File: src/rtl/core/cossim_pkg.sv
// ----------------------------------------------------------------------------
// cossim_pkg
// Widths, word types and constants shared by the cosine similarity core.
// ----------------------------------------------------------------------------
`default_nettype none

package cossim_pkg;

   // element and product widths
   localparam int ELEM_W     = 16;
   localparam int PROD_W     = 2 * ELEM_W;
   localparam int SQ_W       = 2 * ELEM_W - 1;

   // accumulator widths
   localparam int DOT_W      = 41;
   localparam int NORM_W     = 40;
   localparam int MAG_W      = DOT_W;

   // result word
   localparam int OUT_W      = 16;
   localparam int Q_W        = 16;
   localparam int TOP_BIT    = Q_W - 1;
   localparam int FRAC_SHIFT = 2 * (OUT_W - 1);

   // pair queue between front and back, depth is a power of two
   localparam int FIFO_DEPTH = 4;
   localparam int FIFO_AW    = $clog2(FIFO_DEPTH);
   localparam int FIFO_CW    = $clog2(FIFO_DEPTH + 1);

   // sequential multiplier built from four partial products
   localparam int PART_W     = (MAG_W + 1) / 2;
   localparam int PP_W       = 2 * PART_W;
   localparam int ACC_W      = 2 * MAG_W;
   localparam int P_W        = 2 * NORM_W;
   localparam int MUL_STEPS  = 4;

   // square root search remainder width
   localparam int REM_W      = ACC_W + FRAC_SHIFT + 1;
   localparam int STEP_W     = 4;

   // input word
   typedef struct packed {
      logic signed [ELEM_W-1:0] elem_a;
      logic signed [ELEM_W-1:0] elem_b;
      logic                     last_pair;
   } cossim_req_type;

   // result word
   typedef struct packed {
      logic signed [OUT_W-1:0] similarity;
      logic                    degenerate;
   } cossim_rsp_type;

   // queued products of one pair
   typedef struct packed {
      logic signed [PROD_W-1:0] prod_ab;
      logic [SQ_W-1:0]          sq_a;
      logic [SQ_W-1:0]          sq_b;
      logic                     last;
   } cossim_entry_type;

   // totals handed from the accumulator to the finishing unit
   typedef struct packed {
      logic                    start;
      logic signed [DOT_W-1:0] dot;
      logic [NORM_W-1:0]       norm_a;
      logic [NORM_W-1:0]       norm_b;
   } cossim_job_type;

   // queue status toward the front and back
   typedef struct packed {
      logic full;
      logic not_empty;
   } cossim_fifo_status_type;

endpackage

`default_nettype wire

File: src/rtl/core/cossim_fifo.sv
// ----------------------------------------------------------------------------
// cossim_fifo
// Short queue of pair products between the front and the accumulator.
// ----------------------------------------------------------------------------
`default_nettype none

module cossim_fifo import cossim_pkg::*; (
   input  wire logic                   clock,
   input  wire logic                   reset,
   input  wire logic                   push,
   input  wire cossim_entry_type       push_entry,
   input  wire logic                   pop,
   output cossim_entry_type            head_entry,
   output cossim_fifo_status_type      status
);

   cossim_entry_type     mem_ff [FIFO_DEPTH];
   logic [FIFO_AW-1:0]   wr_ptr_ff;
   logic [FIFO_AW-1:0]   wr_ptr_in;
   logic [FIFO_AW-1:0]   rd_ptr_ff;
   logic [FIFO_AW-1:0]   rd_ptr_in;
   logic [FIFO_CW-1:0]   count_ff;
   logic [FIFO_CW-1:0]   count_in;

   // status and head word
   assign status.full      = (count_ff == FIFO_CW'(FIFO_DEPTH));
   assign status.not_empty = (count_ff != '0);
   assign head_entry       = mem_ff[rd_ptr_ff];

   // pointer and fill count update, pointers wrap at the depth
   always_comb begin
      wr_ptr_in = push ? wr_ptr_ff + FIFO_AW'(1) : wr_ptr_ff;
      rd_ptr_in = pop  ? rd_ptr_ff + FIFO_AW'(1) : rd_ptr_ff;
      count_in  = count_ff;
      if (push && !pop) begin
         count_in = count_ff + FIFO_CW'(1);
      end else if (pop && !push) begin
         count_in = count_ff - FIFO_CW'(1);
      end
   end

   always_ff @(posedge clock) begin
      if (reset) begin
         wr_ptr_ff <= '0;
         rd_ptr_ff <= '0;
         count_ff  <= '0;
      end else begin
         wr_ptr_ff <= wr_ptr_in;
         rd_ptr_ff <= rd_ptr_in;
         count_ff  <= count_in;
      end
   end

   // entry storage
   always_ff @(posedge clock) begin
      if (push) begin
         mem_ff[wr_ptr_ff] <= push_entry;
      end
   end

endmodule

`default_nettype wire

File: config.mk
export PLATFORM = sky130hd
export DESIGN_NAME = cossim_fifo
export DESIGN_NICKNAME = d
export VERILOG_FILES = /design/src/rtl/core/cossim_pkg.sv /design/src/rtl/core/cossim_fifo.sv
export SDC_FILE = /design/constraint.sdc
export NUM_CORES = 1
export LEC_CHECK = 0
export BUFFER_PORTS_ARGS = -buffer_cell sky130_fd_sc_hd__clkbuf_2
export CAP_MARGIN = 10
export CELL_PAD_IN_SITES_DETAIL_PLACEMENT = 1
export CELL_PAD_IN_SITES_GLOBAL_PLACEMENT = 2
export CORE_UTILIZATION = 41
export DETAILED_ROUTE_END_ITERATION = 6
export HOLD_SLACK_MARGIN = 0.05
export PLACE_DENSITY = 0.75
export SYNTH_ARGS = -nofsm -noshare
export SYNTH_HDL_FRONTEND = slang
export SYNTH_SLANG_ARGS = --single-unit
export TNS_END_PERCENT = 5
File: constraint.sdc
create_clock -name clock -period 3.35 [get_ports clock]
set_input_delay 0.67 -clock clock [delete_from_list [all_inputs] [get_ports clock]]
set_output_delay 0.67 -clock clock [all_outputs]
set_load 0.005 [all_outputs]
[After elaboration in Yosys (flattened, before gate mapping)]
Memories as Yosys holds them, arrays and structs flattened. A register that Yosys moved wholly into a read port is not among the register bits.
Index checks and enable logic that the tools add are counted.
Cells by class
  $add $sub $neg: 4
  eq/ne operators: 1
  mux-type cells: 6
  reduce and logical (&&, ||, !) cells: 6
Operators with widths (count)
  $mux 3: 2
  $add 2x1->2 const B: 2
  $mux 2: 2
  $add 3x1->3 const B: 1
  $eq 3x3->1 const B: 1
  $reduce_bool 3->1: 1
  $sub 3x1->3 const B: 1
  $logic_and 1x1->1: 2
  $logic_not 1->1: 2
  $mux 1: 2
  $reduce_bool 2->1: 1
Storage, ports and cells
  register bits after elaboration: 7
  RAM bits: 380
  input bits: 99
  output and inout port bits: 97
  word-level logic and storage cells: 21
  memories kept: 1
Memories
  mem_ff: words 4, width 95, read ports 1, clocked after Yosys merged registers in 1, write ports 1, line cossim_fifo.sv:17  | cossim_entry_type mem_ff [FIFO_DEPTH];

[Logic depth before layout (Yosys ltp)]
Gate-level depths: netlist of the first run.
  depth in word-level cells: 4
  mapped depth: 7
  mapped depth without buffers: 7

[Least setup slack after synthesis of the first run]
No wires, ideal clock.
  path kind: input port to flip-flop
  start point: in push
  end point: mem mem_ff[0][0] (netlist bit), enable pin
  library setup time: 0.464 ns
  data arrival time: 2.867 ns
  data required time: 2.886 ns
  path slack: 0.019 ns
  stages on the path: 1
  buffers on the path: 0
  path through: and2_1
On the way
  cells in the longest elaborated chain, start to end: 2
Ends and longest elaborated chain
  from (decl): line cossim_fifo.sv:10  | input wire logic push,
  $mux 1: line cossim_fifo.sv:56  | if (push) begin
  $mux 1 (implied by the code): line cossim_fifo.sv:57  | mem_ff[wr_ptr_ff] <= push_entry;
  to (decl): line cossim_fifo.sv:17
Every way passes these cells.

==> run_results.csv, run 1 <==
group,metric,value,unit
outcome,outcome,"finished clean",
setup_path,worstPathRequired,2.68,ns
finish,diodes,0,
global_route,grt_pass1_wl,42.9,mm
finish,design_area,0.0170,mm^2
timing,max_freq,368,MHz
synth,yosysMostFrequentCell,"edfxtp_1",
setup_path,r2r_cells,4,
synth,synth_area,0.0142,mm^2
synth,synth.avg_cell_area,26.2,um^2
power_and_ir_drop,ir_worst_vdd,440,uV
hold_path,hold-path-endpoint,"mem_ff[2][69]",
die,core,0.0338,mm^2
timing,hold_viol_final,0,
setup_path,path_cells,"buf_12 -> mux4_2 -> clkbuf_2",
drt,wire_per_inst,22.2,um
power_and_ir_drop,p_leak,5.76,nW
synth,synth.top_cells.by_area,"edfxtp_1 (80%), mux4_2 (15%), dfxtp_1 (1.3%)",
die,die_w,188,um
timing,fin_skew,0.00745,ns
timing,timing.final.crit_period,2.71,ns
cts,cts_hold_buffers,0,
timing,fin_crit_sh,81.0,%
drt,drt_drc_violations_left,0,
cts,insertion_delay,0.52,ns
hold_path,min_path_cells,1,
timing,final.setup.tns,0,ns
synth,synth_top_area_cell,"edfxtp_1",
finish,final_core_utilization,50.4,%
setup_path,crit_arrival,2.04,ns
global_route,grt_max_degree,64,
setup_path,crit_buf_inv,2,
global_route,track_usage,16.1,%
cts,cts_tree,"yes",
setup_path,path_class,"reg -> out",
timing,tightest_slew,0.618,ns
setup_path,endpoint_kind,"output pin",
die,boundaryPins,196,
synth,synth_edf_count,380,
synth,synth_seq_cells,389,
synth,async_flop_share,0,%
setup_path,critical-path-max-stage-delay,0.61,ns
global_route,grt_overflow_total,0,
power_and_ir_drop,powerDensity,640,mW/mm^2
finish,layout.cells.non_filler,1250,
cts,cts_max_level,2,
synth,yosys.area.top_type_share,80.5,%
setup_path,r2r_slack,1.52,ns
synth,synthTopCellsByCount,"edfxtp_1 (380), mux4_2 (95), buf_2 (11)",
setup_path,r2r-start,"wr_ptr_ff[0]",
hold_path,min-delay-path-class,"in -> reg",
setup_path,slowest_stage,"mux4_2",
finish,layout-drive-gt1-share,45.9,%
synth,synthCells,541,
drt,wirelength,27.8,mm
drt,viasPerCell,5.09,
global_route,antenna_found_initial,1,
synth,synthFlopType,"edfxtp_1",
timing,rsz0062_at_grt,"false",
setup_path,regToRegEndpoint,"mem_ff[0][71]",
synth,synth_cell_types,20,
placement,place_inst,1175,
drt,num_vias,6359,
drt,drtIter0Drc,265,
cts,cts_buffers,41,
global_route,grt_pass1_vias,7255,
setup_path,cp-start-kind,"register",
cts,cts_max_path_buffers,3,
drt,drtAntennaViolNets,0,
setup_path,cp_max_fo,48,
die,dieArea,0.0353,mm^2
placement,io_buffers,195,
cts,cts.sinks,389,
synth,yosys_warnings,0,
placement,dp_hpwl,17.4,mm
cts,post_cts_resized,0,
cts,post_cts_buffers,0,
synth,synthesis.nets,646,
timing,setup_viol,0,
synth,yosysSeqAreaShare,81.7,%
cts,cts-root-buf,"clkbuf_16",
finish,fin_nets,875,
timing,drv_slew,0,
hold_path,hold_start,"push_entry[69]",
run,drv_cap,0,
placement,place_area,0.0157,mm^2
die,die_h,188,um
die,initial_utilization,42.0,%
setup_path,cp_top_family,"multiplexers",
drt,drtPass1Iterations,4,
finish,num-fill-cells,2997,
cts,clk_pin_slew,0.06,ns
placement,gp_congestion,0.695,
timing,slew_headroom,58.8,%
die,rows,67,
finish,syn2layout_area_growth,20.1,%
## stage by stage
| stage | worst slack [ns] | hold slack [ns] | power, mW |
|---|---|---|---|
| 2_1_floorplan | 0.0185 | 0.461 | 6.31 |
| 3_3_place_gp | 1.14 | 0.475 | 6.70 |
| 3_5_place_dp | 1.04 | 0.527 | 6.76 |
| 4_1_cts | 0.559 | 0.331 | 11.1 |
| 5_1_grt | 0.516 | 0.341 | 11.3 |
| 6_report | 0.635 | 0.365 | 10.9 |
## logic make-up after synthesis
group | after synthesis | synth area share, %
muxes | 97 | 15.2
and+or+nand+nor | 15 | 0.529
AOI/OAI and AO/OA | 2 | 0.0705
DFF | 389 | 81.7
xor gates and xnor gates | 5 | 0.309
buffers and inverters | 27 | 1.55
adders and majority gates | 6 | 0.582
## layout make-up
type                            instances  area (um^2)  area share (%)
Multi-Input combinational cell        125         2380            14.0
Tap cell                              448          561            3.29
Inverter                                4         15.0          0.0882
Clock inverter                         15          111           0.654
Clock buffer                           60         1180            6.93
Sequential cell                       389        11600            68.1
Timing Repair Buffer                  209         1180            6.94
## cell usage in the layout, fill, tap and decap left out
cell type and n:
nor3b_1 1, clkbuf_1 13, clkinv_1 4, xnor2_1 2
inv_1 4, clkinv_2 5, bufinv_16 1, xor2_1 3
fa_1 1, dfxtp_1 7, nand2_1 1, clkbuf_2 195
buf_4 6, edfxtp_1 380, or3_1 2, a21oi_1 1
and2_4 4, clkbuf_8 4, dfxtp_4 2, inv_6 3
mux2i_1 2, ha_1 5, mux4_2 95, clkbuf_16 43
clkinvlp_4 2, o21ai_0 1, nor2_1 7, buf_12 8
## layer usage
layer | share of wire, % | GRT usage [%] | up-vias
met5 | 0.040 | 0 | -
met4 | 1.4 | 3.94 | 2
met3 | 6.6 | 4.10 | 34
met2 | 52 | 28.2 | 210
met1 | 40 | 20.0 | 3330
li1 | - | - | 2783
## flip-flops by register name (all words and copies together), names as in the netlist, named ones only
signal and cells:
rd_ptr_ff 2, mem_ff 380, count_ff 3, wr_ptr_ff 2
## report_power, final
part / internal, mW / leakage [nW] / total [mW] / switching (mW)
Sequential: 5.59 / 3.57 / 5.65 / 0.0640
Combinational: 0.471 / 1.56 / 0.967 / 0.496
Clock: 2.53 / 0.628 / 4.27 / 1.74
Total: 8.59 / 5.76 / 10.9 / 2.30
## how the worst max path moves through the flow
stage                          end  slack (ns)  cells past startpoint
floorplan             mem_ff[0][0]        0.02                      1
global placement    head_entry[81]        1.14                      3
detailed placement     count_ff[2]        1.04                      7
CTS                 head_entry[81]        0.56                      3
global route        head_entry[81]        0.52                      3
finish              head_entry[81]        0.64                      3
Power figures use the tool's default switching activity.
==> run 2: changes to the inputs <==
--- a/config.mk
+++ b/config.mk
@@ -5,11 +5,12 @@
 export SDC_FILE = /design/constraint.sdc
 export NUM_CORES = 1
 export LEC_CHECK = 0
+export ABC_AREA = 1
 export BUFFER_PORTS_ARGS = -buffer_cell sky130_fd_sc_hd__clkbuf_2
 export CAP_MARGIN = 10
 export CELL_PAD_IN_SITES_DETAIL_PLACEMENT = 1
 export CELL_PAD_IN_SITES_GLOBAL_PLACEMENT = 2
-export CORE_UTILIZATION = 41
+export CORE_UTILIZATION = 37
 export DETAILED_ROUTE_END_ITERATION = 6
 export HOLD_SLACK_MARGIN = 0.05
 export PLACE_DENSITY = 0.75
==> constraint.sdc (replaced) <==
create_clock -name clock -period 2.42 [get_ports clock]
set_input_delay 0.484 -clock clock [delete_from_list [all_inputs] [get_ports clock]]
set_output_delay 0.484 -clock clock [all_outputs]
set_load 0.005 [all_outputs]
==> run_results.csv, run 2 <==
group,metric,value,unit
setup_path,cp-start-kind,"register",
timing,tightest_slew,0.374,ns
timing,setup_viol,0,
drt,num_vias,8780,
timing,hold_viol_final,0,
finish,seq_area,0.0116,mm^2
drt,drtAntennaViolNets,0,
outcome,outcome,"finished clean",
die,dieArea,0.0400,mm^2
finish,multiInputGateArea,0.00249,mm^2
die,core,0.0386,mm^2
setup_path,r2r_cells,5,
cts,cts.sinks,389,
timing,final.setup.tns,0,ns
timing,fin_crit_sh,96.7,%
finish,final_core_utilization,46.2,%
cts,cts_buffers,42,
placement,gp_congestion,0.691,
cts,cts-root-buf,"clkbuf_16",
finish,top_register,"mem_ff",
cts,cts_tree,"yes",
synth,synth_seq_cells,389,
drt,wirelength,36.1,mm
global_route,grt_overflow_total,0,
timing,drv_slew,0,
setup_path,path_class,"reg -> out",
drt,drtPass1Iterations,4,
global_route,grt_pass1_wl,52.3,mm
die,die_w,200,um
run,drv_cap,0,
synth,synthCells,977,
finish,final_common_cell,"edfxtp_1",
die,boundaryPins,196,
finish,layout_common_cells,"edfxtp_1 (380), nor2_1 (197), clkbuf_2 (194)",
cts,insertion_delay,0.54,ns
cts,cts_hold_buffers,0,
setup_path,worstPathRequired,1.94,ns
setup_path,endpoint_kind,"output pin",
power_and_ir_drop,powerDensity,878,mW/mm^2
cts,cts_max_path_buffers,3,
cts,cts_max_level,2,
drt,viasPerCell,5.05,
setup_path,regToRegEndpoint,"mem_ff[1][42]",
setup_path,critPathCapture,"head_entry[25]",
setup_path,crit_arrival,1.86,ns
synth,async_flop_share,0,%
finish,largest_reg_flops,380,
hold_path,min-delay-path-class,"in -> reg",
finish,layout.cells.non_filler,1738,
synth,yosys_warnings,0,
global_route,antenna_found_initial,2,
synth,synthFlopType,"edfxtp_1",
timing,setup_ws,0.0808,ns
synth,synthTopCellsByCount,"edfxtp_1 (380), nor2_1 (197), o21ai_0 (181)",
synth,synth.avg_cell_area,14.9,um^2
finish,design_area,0.0179,mm^2
timing,fin_skew,0.00754,ns
die,initial_utilization,37.6,%
drt,drt_drc_violations_left,0,
timing,whs,0.108,ns
cts,clk_pin_slew,0.06,ns
global_route,track_usage,17.4,%
finish,syn2layout_area_growth,23.0,%
placement,place_inst,1649,
power_and_ir_drop,ir_worst_vdd,524,uV
placement,post-place-ws,0.474,ns
placement,place_area,0.0161,mm^2
synth,synth.top_cells.by_area,"edfxtp_1 (79%), o21ai_0 (6.2%), nor2_1 (5.1%)",
synth,yosysMostFrequentCell,"edfxtp_1",
setup_path,r2r-start,"wr_ptr_ff[1]",
setup_path,cp_max_fo,42,
synth,synth_area,0.0145,mm^2
hold_path,hold_start,"reset",
finish,top_regs,"mem_ff: 380 flops, count_ff: 3 flops",
setup_path,r2r_slack,0.94,ns
finish,num-fill-cells,3842,
placement,io_buffers,195,
timing,max_freq,428,MHz
placement,dp_hpwl,19.6,mm
power_and_ir_drop,p_leak,6.28,nW
finish,layout-drive-gt1-share,24.6,%
synth,yosysSeqAreaShare,79.9,%
synth,yosys.area.top_type_share,78.6,%
timing,slew_headroom,75.1,%
global_route,grt_pass1_vias,9207,
die,die_h,200,um
synth,synth_top_area_cell,"edfxtp_1",
timing,rsz0062_at_grt,"true",
synth,synth_cell_types,23,
power_and_ir_drop,finalPower,15.7,mW
synth,synthesis.nets,1082,
timing,timing.final.crit_period,2.34,ns
synth,synth_edf_count,380,
drt,wire_per_inst,20.8,um
finish,fin_nets,1292,
drt,drtIter0Drc,398,
die,rows,72,
global_route,grt_max_degree,93,
-- run 2: changes by cell type after synthesis, sizes merged, moves of 2 or more --
cell and change:
or3 -2, nand2 +9, nor2 +190, o22ai +95, mux2i -2, mux4 -95
buf +17, clkbuf +21, o21ai +194, xor2 -2, xnor2 -2, inv +13
and2 -4, a21oi +2
-- run 2: final cells by class --
type / count / area share (%)
sequential: 389 / 65.0
multi-input combinational: 510 / 14.0
timing repair buffer: 227 / 8.97
clock buffer: 50 / 6.18
tap: 518 / 3.63
clock inverter: 24 / 1.61
inverter: 17 / 0.631
antenna: 3 / 0.0421
-- run 2: power breakdown --
| group | switching, mW | internal [mW] | leakage, nW | total [mW] |
|---|---|---|---|---|
| Sequential | 0.0729 | 7.70 | 3.57 | 7.77 |
| Combinational | 0.880 | 0.528 | 2.03 | 1.41 |
| Clock | 2.52 | 3.98 | 0.683 | 6.50 |
-- run 2: metal layers --
metal  GRT usage [%]  share of wire (%)  up-vias
li1                -                  -     4110
met1            21.9                 43     4431
met2            28.8                 48      193
met3            4.92                6.9       46
met4            5.71                1.9        0
met5               0                  0        -
-- run 2: logic make-up after synthesis --
kind of cell | synth area share (%)
compound gates | 10.9
simple gates | 5.47
flops | 79.9
buf+inv | 3.12
fa+ha+maj | 0.569
xor+xnor | 0.0604
-- run 2: worst max-delay path, cell delays in order, from the launching register on --
cell and delay (ns):
dfxtp_4 0.37, buf_12 0.13, clkinv_16 0.14, buf_8 0.20
o21ai_0 0.20, o22ai_1 0.11, clkbuf_2 0.14
-- run 2: repair_timing --
| item | 4_1_cts | 5_1_grt |
|---|---|---|
| endpoints found under the setup margin | 51 | 67 |
| gates resized for setup | 11 | 21 |
| setup buffers | 0 | 6 |
| cloned | 1 | 5 |
-- run 2: worst min-delay path by stage --
stage | to | cells after the start
2_1_floorplan | register | 1
3_3_place_gp | register | 1
3_5_place_dp | register | 1
4_1_cts | count_ff[0] | 2
5_1_grt | count_ff[0] | 2
6_report | count_ff[0] | 2
==> run 3: changes to the inputs <==
--- a/config.mk
+++ b/config.mk
@@ -5,12 +5,11 @@
 export SDC_FILE = /design/constraint.sdc
 export NUM_CORES = 1
 export LEC_CHECK = 0
-export ABC_AREA = 1
 export BUFFER_PORTS_ARGS = -buffer_cell sky130_fd_sc_hd__clkbuf_2
 export CAP_MARGIN = 10
 export CELL_PAD_IN_SITES_DETAIL_PLACEMENT = 1
 export CELL_PAD_IN_SITES_GLOBAL_PLACEMENT = 2
-export CORE_UTILIZATION = 37
+export CORE_UTILIZATION = 41
 export DETAILED_ROUTE_END_ITERATION = 6
 export HOLD_SLACK_MARGIN = 0.05
 export PLACE_DENSITY = 0.75
==> run_results.csv, run 3 (synthesized netlist as in run 1, its figures left out) <==
group,metric,value,unit
die,boundaryPins,196,
setup_path,slowest_stage,"mux4_2",
global_route,antenna_found_initial,2,
drt,drt_drc_violations_left,0,
power_and_ir_drop,swShare,20.8,%
setup_path,r2r_cells,3,
cts,cts_hold_buffers,0,
power_and_ir_drop,finalPower,15.4,mW
finish,final_common_cell,"edfxtp_1",
finish,top_register,"mem_ff",
drt,drtPass1Iterations,4,
placement,dp_hpwl,16.9,mm
finish,syn2layout_area_growth,22.8,%
die,die_h,188,um
die,initial_utilization,42.0,%
setup_path,path_class,"reg -> out",
setup_path,path_cells,"buf_12 -> buf_12 -> buf_16 -> mux4_2 -> buf_6",
timing,max_freq,402,MHz
run,drv_cap,0,
cts,clk_pin_slew,0.06,ns
timing,fin_skew,0.0132,ns
timing,hold_viol_final,0,
drt,wirelength,28.6,mm
timing,rsz0062_at_grt,"true",
drt,num_vias,6385,
timing,timing.final.crit_period,2.49,ns
global_route,track_usage,16.3,%
drt,drtIter0Drc,346,
setup_path,cp_max_fo,5,
die,die_w,188,um
die,core,0.0338,mm^2
die,dieArea,0.0353,mm^2
finish,num-fill-cells,3012,
cts,cts_buffers,42,
timing,fin_crit_sh,103,%
finish,layout-drive-gt1-share,46.8,%
drt,viasPerCell,5.04,
power_and_ir_drop,switchingPower,3.21,mW
setup_path,endpoint_kind,"output pin",
power_and_ir_drop,p_clk_share,39.7,%
die,rows,67,
power_and_ir_drop,ir_worst_vdd,638,uV
power_and_ir_drop,p_int,12.2,mW
setup_path,critPathCapture,"head_entry[92]",
finish,layout_common_cells,"edfxtp_1 (380), clkbuf_2 (194), mux4_2 (95)",
setup_path,r2r_slack,0.78,ns
setup_path,r2r-start,"wr_ptr_ff[0]",
placement,gp_congestion,0.709,
global_route,grt_max_degree,62,
power_and_ir_drop,p_leak,5.93,nW
outcome,outcome,"finished with violations",
cts,cts_max_level,2,
timing,setup_viol,32,
outcome,violations,"setup timing",
power_and_ir_drop,powerDensity,886,mW/mm^2
power_and_ir_drop,seqPwrFrac,50.7,%
setup_path,regToRegEndpoint,"mem_ff[3][54]",
placement,io_buffers,195,
global_route,grt_pass1_vias,7046,
cts,cts_max_path_buffers,3,
cts,insertion_delay,0.52,ns
timing,setup_ws,-0.0662,ns
global_route,grt_pass1_wl,43.0,mm
setup_path,cp-start-kind,"register",
setup_path,worstPathRequired,1.94,ns
setup_path,critical-path-max-stage-delay,0.56,ns
cts,cts_tree,"yes",
finish,fin_nets,890,
finish,largest_reg_flops,380,
power_and_ir_drop,combPwrFrac,9.6,%
cts,cts-root-buf,"clkbuf_16",
cts,cts.sinks,389,
timing,slew_headroom,63.5,%
drt,drtAntennaViolNets,0,
global_route,grt_overflow_total,0,
finish,final_core_utilization,51.5,%
timing,drv_slew,0,
setup_path,crit_top_cell,"buf_12",
hold_path,min-delay-path-class,"in -> reg",
finish,top_regs,"mem_ff: 380 flops, count_ff: 3 flops",
setup_path,crit_arrival,2.00,ns
timing,tightest_slew,0.547,ns
drt,wire_per_inst,22.5,um
[run 3: how the worst min path moves through the flow]
stage | from | cells after the start | to
after floorplan | count_ff[2] | 2 | count_ff[2]
after global placement | count_ff[2] | 2 | count_ff[2]
after CTS | push_entry[28] | 1 | mem_ff[2][28]
final | push_entry[3] | 1 | mem_ff[3][3]
after global routing | push_entry[28] | 1 | mem_ff[2][28]
after detailed placement | count_ff[2] | 2 | count_ff[2]
[run 3: layout make-up]
cell class	count	area [um^2]	area share (%)
inverters	4	15.0	0.0862
diodes	2	5.00	0.0287
repair buffers	223	1510	8.67
flip-flops and latches	389	11600	66.6
clock buffers	51	1130	6.47
multi-input cells	125	2380	13.7
well taps	448	561	3.22
clock inverters	25	216	1.24
[run 3: through the flow]
step | area [um^2] | cells | worst slack [ns] | TNS, ns | hold WS, ns
2_1_floorplan | 14200 | 541 | -0.786 | -220.31 | 0.461
3_3_place_gp | 15800 | 1174 | 0.372 | 0 | 0.472
3_5_place_dp | 15800 | 1174 | 0.365 | 0 | 0.502
4_1_cts | 17300 | 1261 | -0.0991 | -3.48 | 0.148
5_1_grt | 17400 | 1265 | -0.131 | -3.96 | 0.158
6_report | 17400 | 1267 | -0.0662 | -0.567 | 0.182
[run 3: repair_timing]
item                       4_1_cts  5_1_grt
gates resized for setup          6        4
cloned                           5        2
setup endpoints to repair       81       87
setup buffers                    6        2
[run 3: layer usage]
metal | share of wire (%) | vias up | track usage [%]
li1 | - | 2831 | -
met1 | 42 | 3326 | 21.6
met2 | 50 | 189 | 27.2
met3 | 6.2 | 39 | 4.32
met4 | 1.6 | 0 | 3.75
met5 | 0 | - | 0
[run 3: power groups by stage]
stage	Clock [mW]	Sequential (mW)	Combinational (mW)
after floorplan	0	7.95	0.773
after global placement	0	7.94	1.33
after detailed placement	0	7.97	1.37
after CTS	6.31	7.82	1.50
after global routing	6.54	7.85	1.61
final	6.13	7.82	1.48
[run 3: worst max-delay path: cells and delay by family (launching register included)]
family	cells	cell delay (ns)
buffers and inverters	4	0.55
flip-flops	1	0.37
multiplexers	1	0.56
